<file path="src/sv/urmf_pkg.sv">
package urmf_pkg;

  localparam int unsigned RxDepthDefault = 64;

  localparam int unsigned OffW  = 12;
  localparam int unsigned WordW = 16;
  localparam int unsigned ByteW = 8;

  localparam int unsigned SDataW = 40;
  localparam int unsigned MDataW = 32;

  typedef enum logic [1:0] {
    OpRead    = 2'd0,
    OpWrite   = 2'd1,
    OpWriteB  = 2'd2,
    OpRxByte  = 2'd3
  } op_e;

  localparam logic [OffW-1:0] OffDr    = 12'h000;
  localparam logic [OffW-1:0] OffFr    = 12'h018;
  localparam logic [OffW-1:0] OffIbrd  = 12'h024;
  localparam logic [OffW-1:0] OffFbrd  = 12'h028;
  localparam logic [OffW-1:0] OffLcrh  = 12'h02C;
  localparam logic [OffW-1:0] OffCr    = 12'h030;
  localparam logic [OffW-1:0] OffIfls  = 12'h034;
  localparam logic [OffW-1:0] OffImsc  = 12'h038;
  localparam logic [OffW-1:0] OffRis   = 12'h03C;
  localparam logic [OffW-1:0] OffMis   = 12'h040;
  localparam logic [OffW-1:0] OffIcr   = 12'h044;
  localparam logic [OffW-1:0] OffPid0  = 12'hFE0;
  localparam logic [OffW-1:0] OffPid1  = 12'hFE4;
  localparam logic [OffW-1:0] OffPid2  = 12'hFE8;
  localparam logic [OffW-1:0] OffPid3  = 12'hFEC;
  localparam logic [OffW-1:0] OffCid0  = 12'hFF0;
  localparam logic [OffW-1:0] OffCid1  = 12'hFF4;
  localparam logic [OffW-1:0] OffCid2  = 12'hFF8;
  localparam logic [OffW-1:0] OffCid3  = 12'hFFC;

  localparam logic [WordW-1:0] Pid0Val = 16'h0011;
  localparam logic [WordW-1:0] Pid1Val = 16'h0010;
  localparam logic [WordW-1:0] Pid2Val = 16'h0014;
  localparam logic [WordW-1:0] Pid3Val = 16'h0000;
  localparam logic [WordW-1:0] Cid0Val = 16'h000D;
  localparam logic [WordW-1:0] Cid1Val = 16'h00F0;
  localparam logic [WordW-1:0] Cid2Val = 16'h0005;
  localparam logic [WordW-1:0] Cid3Val = 16'h00B1;

  localparam logic [WordW-1:0] FrEmpty    = 16'd16;
  localparam logic [WordW-1:0] FrNotEmpty = 16'd64;

  localparam int unsigned RxBit = 4;

  typedef struct packed {
    logic             push;
    logic             pop;
    logic [ByteW-1:0] wdata;
  } fifo_req_t;

  typedef struct packed {
    logic empty;
    logic full;
  } fifo_stat_t;

  typedef struct packed {
    logic             pop;
    logic [WordW-1:0] read_data;
    logic             tx_valid;
    logic [ByteW-1:0] tx_byte;
    logic             irq_pulse;
    logic             bad_offset;
  } result_t;

endpackage

</file>
<file path="src/sv/urmf_fifo.sv">
module urmf_fifo #(
  parameter int unsigned RX_DEPTH = urmf_pkg::RxDepthDefault
) (
  input  logic                       clk_i,
  input  logic                       rst_ni,
  input  urmf_pkg::fifo_req_t        req_i,
  output urmf_pkg::fifo_stat_t       stat_o,
  output logic [urmf_pkg::ByteW-1:0] rdata_o
);
  import urmf_pkg::*;

  localparam int unsigned AW = (RX_DEPTH > 1) ? $clog2(RX_DEPTH) : 1;
  localparam int unsigned CW = $clog2(RX_DEPTH + 1);
  localparam logic [AW-1:0] LastAddr = AW'(RX_DEPTH - 1);
  localparam logic [CW-1:0] FullCnt  = CW'(RX_DEPTH);

  logic [ByteW-1:0] mem [RX_DEPTH];
  logic [AW-1:0]    rptr_q, rptr_d, wptr_q, wptr_d;
  logic [CW-1:0]    cnt_q, cnt_d;
  logic [ByteW-1:0] rdata_q;

  always_comb begin
    rptr_d = rptr_q;
    wptr_d = wptr_q;
    cnt_d  = cnt_q;
    if (req_i.push) begin
      wptr_d = (wptr_q == LastAddr) ? '0 : wptr_q + AW'(1);
      cnt_d  = cnt_q + CW'(1);
    end else if (req_i.pop) begin
      rptr_d = (rptr_q == LastAddr) ? '0 : rptr_q + AW'(1);
      cnt_d  = cnt_q - CW'(1);
    end
  end

  always_ff @(posedge clk_i or negedge rst_ni) begin
    if (!rst_ni) begin
      rptr_q <= '0;
      wptr_q <= '0;
      cnt_q  <= '0;
    end else begin
      rptr_q <= rptr_d;
      wptr_q <= wptr_d;
      cnt_q  <= cnt_d;
    end
  end

  always_ff @(posedge clk_i) begin
    if (req_i.push) begin
      mem[wptr_q] <= req_i.wdata;
    end
  end

  always_ff @(posedge clk_i) begin
    if (req_i.pop) begin
      rdata_q <= mem[rptr_q];
    end
  end

  assign stat_o.empty = (cnt_q == '0);
  assign stat_o.full  = (cnt_q == FullCnt);
  assign rdata_o      = rdata_q;

endmodule

</file>
<file path="src/sv/urmf_regs.sv">
module urmf_regs (
  input  logic                       clk_i,
  input  logic                       rst_ni,
  input  logic                       accept_i,
  input  logic [1:0]                 opcode_i,
  input  logic [urmf_pkg::OffW-1:0]  offset_i,
  input  logic [urmf_pkg::WordW-1:0] write_data_i,
  input  logic [urmf_pkg::ByteW-1:0] rx_byte_i,
  input  urmf_pkg::fifo_stat_t       fifo_stat_i,
  output urmf_pkg::fifo_req_t        fifo_req_o,
  output urmf_pkg::result_t          result_o
);
  import urmf_pkg::*;

  logic [WordW-1:0] cr_q, cr_d, imsc_q, imsc_d, ibrd_q, ibrd_d;
  logic [WordW-1:0] fbrd_q, fbrd_d, lcrh_q, lcrh_d;
  logic             pend_q, pend_d;
  logic [WordW-1:0] ris;
  op_e              op;
  result_t          res;
  fifo_req_t        req;

  assign op  = op_e'(opcode_i);
  assign ris = pend_q ? (WordW'(1) << RxBit) : '0;

  always_comb begin
    cr_d   = cr_q;
    imsc_d = imsc_q;
    ibrd_d = ibrd_q;
    fbrd_d = fbrd_q;
    lcrh_d = lcrh_q;
    pend_d = pend_q;
    res    = '0;
    req    = '0;
    req.wdata = rx_byte_i;
    case (op)
      OpRead: begin
        case (offset_i)
          OffDr: begin
            pend_d  = 1'b0;
            req.pop = accept_i && !fifo_stat_i.empty;
            res.pop = !fifo_stat_i.empty;
          end
          OffFr:   res.read_data = fifo_stat_i.empty ? FrEmpty : FrNotEmpty;
          OffCr:   res.read_data = cr_q;
          OffImsc: res.read_data = imsc_q;
          OffRis:  res.read_data = ris;
          OffMis:  res.read_data = ris & imsc_q;
          OffFbrd: res.read_data = fbrd_q;
          OffIbrd: res.read_data = ibrd_q;
          OffLcrh: res.read_data = lcrh_q;
          OffPid0: res.read_data = Pid0Val;
          OffPid1: res.read_data = Pid1Val;
          OffPid2: res.read_data = Pid2Val;
          OffPid3: res.read_data = Pid3Val;
          OffCid0: res.read_data = Cid0Val;
          OffCid1: res.read_data = Cid1Val;
          OffCid2: res.read_data = Cid2Val;
          OffCid3: res.read_data = Cid3Val;
          default: res.bad_offset = 1'b1;
        endcase
      end
      OpWrite: begin
        case (offset_i)
          OffDr: begin
            res.tx_valid = 1'b1;
            res.tx_byte  = write_data_i[ByteW-1:0];
          end
          OffFbrd: fbrd_d = write_data_i;
          OffImsc: begin
            res.irq_pulse = write_data_i[RxBit] && !imsc_q[RxBit] && pend_q;
            imsc_d        = write_data_i;
          end
          OffIbrd: ibrd_d = write_data_i;
          OffLcrh: lcrh_d = write_data_i;
          OffIcr: begin
            if (write_data_i[RxBit]) begin
              pend_d = 1'b0;
            end
          end
          OffCr:   cr_d = write_data_i;
          OffIfls: ;
          default: res.bad_offset = 1'b1;
        endcase
      end
      OpWriteB: begin
        if (offset_i == OffDr) begin
          res.tx_valid = 1'b1;
          res.tx_byte  = write_data_i[ByteW-1:0];
        end else begin
          res.bad_offset = 1'b1;
        end
      end
      OpRxByte: begin
        req.push      = accept_i && !fifo_stat_i.full;
        pend_d        = 1'b1;
        res.irq_pulse = imsc_q[RxBit];
      end
      default: res.bad_offset = 1'b1;
    endcase
  end

  always_ff @(posedge clk_i or negedge rst_ni) begin
    if (!rst_ni) begin
      cr_q   <= '0;
      imsc_q <= '0;
      ibrd_q <= '0;
      fbrd_q <= '0;
      lcrh_q <= '0;
      pend_q <= 1'b0;
    end else if (accept_i) begin
      cr_q   <= cr_d;
      imsc_q <= imsc_d;
      ibrd_q <= ibrd_d;
      fbrd_q <= fbrd_d;
      lcrh_q <= lcrh_d;
      pend_q <= pend_d;
    end
  end

  assign fifo_req_o = req;
  assign result_o   = res;

endmodule

</file>
<file path="src/sv/uart_register_model_with_rx_fifo.sv">
// UART register block with a receive FIFO. Each input transfer is one halfword read,
// halfword write, byte write or arriving receive byte, and yields exactly one result
// transfer, in order. One transfer is taken every cycle unless the stage and output
// register are full and the output stalls; they lie between the sides so input keeps
// flowing while a result waits. The receive FIFO is a RX_DEPTH x 8 memory with one
// write and one registered read port; a data-register read issues the FIFO read in
// the accept cycle and the popped byte joins the result in the next cycle.
module uart_register_model_with_rx_fifo #(
  parameter int unsigned RX_DEPTH = urmf_pkg::RxDepthDefault
) (
  input  logic                        clk_i,
  input  logic                        rst_ni,
  input  logic                        s_axis_tvalid,
  output logic                        s_axis_tready,
  // opcode[1:0], offset[13:2], write_data[29:14], rx_byte[37:30], zero fill
  input  logic [urmf_pkg::SDataW-1:0] s_axis_tdata,
  output logic                        m_axis_tvalid,
  input  logic                        m_axis_tready,
  // read_data[15:0], tx_valid[16], tx_byte[24:17], irq_pulse[25], bad_offset[26], zero fill
  output logic [urmf_pkg::MDataW-1:0] m_axis_tdata
);
  import urmf_pkg::*;

  logic             accept;
  logic             s1_valid_q, s1_adv;
  result_t          s1_res_q;
  result_t          res;
  fifo_req_t        fifo_req;
  fifo_stat_t       fifo_stat;
  logic [ByteW-1:0] fifo_rdata;
  logic [WordW-1:0] s1_read_data;
  logic             m_valid_q;
  logic [MDataW-1:0] m_data_q, m_data_d;

  assign s1_adv        = s1_valid_q && (!m_valid_q || m_axis_tready);
  assign s_axis_tready = !s1_valid_q || s1_adv;
  assign accept        = s_axis_tvalid && s_axis_tready;

  urmf_regs u_regs (
    .clk_i       (clk_i),
    .rst_ni      (rst_ni),
    .accept_i    (accept),
    .opcode_i    (s_axis_tdata[1:0]),
    .offset_i    (s_axis_tdata[13:2]),
    .write_data_i(s_axis_tdata[29:14]),
    .rx_byte_i   (s_axis_tdata[37:30]),
    .fifo_stat_i (fifo_stat),
    .fifo_req_o  (fifo_req),
    .result_o    (res)
  );

  urmf_fifo #(
    .RX_DEPTH(RX_DEPTH)
  ) u_fifo (
    .clk_i  (clk_i),
    .rst_ni (rst_ni),
    .req_i  (fifo_req),
    .stat_o (fifo_stat),
    .rdata_o(fifo_rdata)
  );

  always_ff @(posedge clk_i or negedge rst_ni) begin
    if (!rst_ni) begin
      s1_valid_q <= 1'b0;
    end else if (s_axis_tready) begin
      s1_valid_q <= s_axis_tvalid;
    end
  end

  always_ff @(posedge clk_i) begin
    if (accept) begin
      s1_res_q <= res;
    end
  end

  assign s1_read_data = s1_res_q.pop ? {{(WordW-ByteW){1'b0}}, fifo_rdata}
                                     : s1_res_q.read_data;

  assign m_data_d = {{(MDataW-27){1'b0}}, s1_res_q.bad_offset, s1_res_q.irq_pulse,
                     s1_res_q.tx_byte, s1_res_q.tx_valid, s1_read_data};

  always_ff @(posedge clk_i or negedge rst_ni) begin
    if (!rst_ni) begin
      m_valid_q <= 1'b0;
    end else if (!m_valid_q || m_axis_tready) begin
      m_valid_q <= s1_valid_q;
    end
  end

  always_ff @(posedge clk_i) begin
    if (s1_adv) begin
      m_data_q <= m_data_d;
    end
  end

  assign m_axis_tvalid = m_valid_q;
  assign m_axis_tdata  = m_data_q;

`ifndef ASSERT_OFF
  a_pop_nonempty: assert property (@(posedge clk_i) disable iff (!rst_ni)
    fifo_req.pop |-> !fifo_stat.empty)
    else $error("pop issued on empty receive FIFO");

  a_push_room: assert property (@(posedge clk_i) disable iff (!rst_ni)
    fifo_req.push |-> !fifo_stat.full && !fifo_req.pop)
    else $error("push issued on full FIFO or together with pop");

  a_stall_only_full: assert property (@(posedge clk_i) disable iff (!rst_ni)
    !s_axis_tready |-> s1_valid_q && m_valid_q && !m_axis_tready)
    else $error("input stalled while a stage is free");

  a_bad_no_tx: assert property (@(posedge clk_i) disable iff (!rst_ni)
    m_axis_tvalid && m_axis_tdata[26] |-> !m_axis_tdata[16] && m_axis_tdata[15:0] == '0)
    else $error("bad offset result carries data");
`endif

endmodule
</file>
<file path="config.mk">
export PLATFORM = sky130hd
export DESIGN_NAME = uart_register_model_with_rx_fifo
export DESIGN_NICKNAME = d
export VERILOG_FILES = /design/src/sv/urmf_pkg.sv /design/src/sv/urmf_fifo.sv /design/src/sv/urmf_regs.sv /design/src/sv/uart_register_model_with_rx_fifo.sv
export SDC_FILE = /design/constraint.sdc
export NUM_CORES = 1
export LEC_CHECK = 0
export BUFFER_PORTS_ARGS = -buffer_cell sky130_fd_sc_hd__buf_2
export CORE_ASPECT_RATIO = 0.5
export CORE_MARGIN = 10
export CORE_UTILIZATION = 60
export CTS_CLUSTER_DIAMETER = 30
export DETAILED_ROUTE_END_ITERATION = 7
export GPL_ROUTABILITY_DRIVEN = 0
export PLACE_DENSITY = 0.77
export SYNTH_ARGS = -nofsm -noshare
export SYNTH_HDL_FRONTEND = slang
export SYNTH_HIERARCHICAL = 1
export SYNTH_SLANG_ARGS = --single-unit
</file>
<file path="constraint.sdc">
create_clock -name clk_i -period 5 [get_ports clk_i]
set_input_delay 0.25 -clock clk_i [delete_from_list [all_inputs] [get_ports clk_i]]
set_output_delay 0.25 -clock clk_i [all_outputs]
set_load 0.1 [all_outputs]
</file>
==> results.txt <==
register bit total from synthesis - 677
outcome - complete, no violations
initial core utilization - 61.0%
Leak - 0.0106 uW
register area share after synthesis - 71.5%
PwrDens - 409 nW/um2
unrepaired setup endpoints after global routing - no
total CTS buffers - 82
crit start category - flop
final hold viol count - 0
fmax - 272 MHz
I/O Pins - 78
fin. max-slew vios - 0
number of global-route vias before repair - 15,700
Tightest Pin Transition - 1.36 ns
Syn. warnings - 6
Crit Path Class - reg2reg
routed vias/inst - 6.65
Mapped Cells - 1,521
Sink Count - 677
required time of the critical path - 5.22 ns
Vias - 15,200
Die Y - 172 um
DR iter-0 viols - 2,061
Fill cells - 2,703
clk_skew - 0.0178 ns
Gates resized, CTS repair - 0
Die Width - 324 um
overall global routing resource usage - 22.9%
GR Overflow Total - 0
antenna viol nets, final - 0
first-pass GRT wire length - 96.2 mm
largest net degree at the start of global routing - 80
final setup vio count - 0
DR pass1 iterations - 7
setup TNS - 0 ns
fraction of registers with async set or reset after synthesis - 15.1%
most common library cell in the layout ignoring fill and taps - edfxtp_1
EDFF count, synth - 575
mean post-synth cell area - 18.2 um2
share of cells above drive strength 1 - 28.1%
top_reg_cell synth - edfxtp_1
Synth-to-Final Area Change - 13.1%
IO Port Bufs - 70
clock-pin slew on the worst setup and hold paths - 0.06 ns
cts hold-fix bufs - 20
Critical Path AT - 3.90 ns
Clock Tree Root - clkbuf_16
Tcrit/Tclk final - 73.6%
Core Box Area - 45,400 um2
post-CTS setup buffer count - 0
FF-to-FF setup slack - 1.32 ns
drt drc - 0
Site Rows - 55
Post-Syn Area - 27,700 um2
CP max FO - 8
Routed WL - 63.2 mm
Tmin final - 3.68 ns
antenna violations before repair - 3
pre-CTS setup slack - 1.27 ns
routed length per instance - 27.6 um
HPWL after detailed placement - 36.3 mm
TritonCTS clock tree - yes
CP Capture Type - flop
Die ar. - 55,700 um2
Max rail drop VDD - 0.000256 V
CTS Buffer Depth - 3
Slew HR - 8.39%
Max-Cap Viols - 0
nets@finish - 1,683
commonest cells after routing, fill and taps aside - edfxtp_1 (575), mux4_2 (108), dfrtp_1 (100)
final worst slack - 1.32 ns
Synth cell types - 84
H-tree Lvls - 3
worst-skew pair later-pin latency - 0.62 ns
Tightest Hold Check Type - in2reg
-- report_power, final --
| part | leakage [uW] | internal [uW] | switching (uW) |
|---|---|---|---|
| Clock | 0.00131 | 3360 | 2460 |
| Combinational | 0.00267 | 177 | 504 |
| Sequential | 0.00661 | 6230 | 94.0 |
| Total | 0.0106 | 9770 | 3050 |
-- cell usage after synthesis, types with 8 or more instances --
cell type | count | area, um2
nor3_1 | 14 | 70.1
a21oi_1 | 16 | 80.1
o22ai_1 | 36 | 225
nor2b_1 | 13 | 81.3
and3_1 | 11 | 68.8
mux2_2 | 88 | 991
edfxtp_1 | 575 | 17300
dfrtp_1 | 102 | 2550
inv_1 | 15 | 56.3
mux4_2 | 108 | 2430
clkbuf_1 | 31 | 116
or4_1 | 10 | 75.1
mux2_1 | 24 | 270
o21ai_0 | 14 | 70.1
buf_2 | 10 | 50.1
buf_4 | 29 | 218
buf_1 | 10 | 37.5
ha_1 | 12 | 150
a211oi_1 | 21 | 158
o221ai_1 | 8 | 70.1
mux2i_1 | 34 | 340
nand3_1 | 26 | 130
a222oi_1 | 10 | 100
and2b_2 | 8 | 70.1
nor2_1 | 84 | 315
nand2_1 | 53 | 199
nand2b_1 | 15 | 93.8
a211oi_2 | 8 | 100
-- final cells by class --
type / instances / area, um2 / area share (%)
sequential: 677 / 19800 / 63.2
multi-input combinational: 739 / 7280 / 23.2
clock buffer: 98 / 2220 / 7.07
tap: 598 / 748 / 2.39
timing repair buffer: 110 / 728 / 2.32
clock inverter: 53 / 494 / 1.58
inverter: 16 / 60.1 / 0.192
antenna: 1 / 2.50 / 0.00798
-- final timing paths --
path,from,to,cells after the start
min reg2reg,m_data_d[25],m_axis_tdata[25],0
min,s_axis_tdata[2],s1_res_q[11],4
max reg2reg,m_axis_tvalid,u_fifo/mem[40][5],8
min in group asynchronous,rst_ni,u_regs/fbrd_q[14],2
max,m_axis_tvalid,u_fifo/mem[40][5],8
max in group asynchronous,rst_ni,u_fifo/rptr_q[0],3
-- cells by family after synthesis --
| group | after synthesis | share of synthesized area, % |
|---|---|---|
| other cells | 1 | 0.0135 |
| fa+ha+maj | 13 | 0.614 |
| xor+xnor | 8 | 0.253 |
| buf+inv | 109 | 2.35 |
| flops | 677 | 71.5 |
| simple gates | 290 | 5.79 |
| compound gates | 163 | 4.47 |
| mux | 260 | 15.0 |
-- state kept, by name, summed over array words and instances (netlist names), 16 cells and up --
| register | flops |
|---|---|
| s1_res_q | 17 |
| m_axis_tdata | 27 |
| u_regs/lcrh_q | 16 |
| u_regs/imsc_q | 16 |
| u_regs/cr_q | 16 |
| u_fifo/mem | 512 |
| u_regs/ibrd_q | 16 |
| u_regs/fbrd_q | 16 |
-- metal layers --
metal	up-vias	track usage (%)	share of wire (%)
li1	6350	-	-
met1	7821	30.1	38
met2	884	37.7	49
met3	177	5.06	9.3
met4	2	8.11	3.5
met5	-	0	0.021
-- stage by stage --
step	power (uW)	hold WS [ns]	instances	util, %	area [um2]
2_1_floorplan	6880	-0.0456	1525	-	27700
3_3_place_gp	7050	0.310	2119	62.6	28400
3_5_place_dp	7090	0.332	2119	62.6	28400
4_1_cts	12900	0.183	2290	69.0	31300
5_1_grt	13200	0.218	2292	69.0	31400
6_report	12800	0.216	2292	69.0	31400
-- critical path, cell delays in order, from the launching register on --
cell      delay [ns]
dfrtp_1         0.40
nand3b_1        0.13
and2_2          0.16
nand2_1         0.06
nor2_1          0.59
inv_1           0.19
nor2_1          0.36
nand3_1         0.29
nor3_1          1.10
No activity file was read; power rests on OpenSTA's default activity.
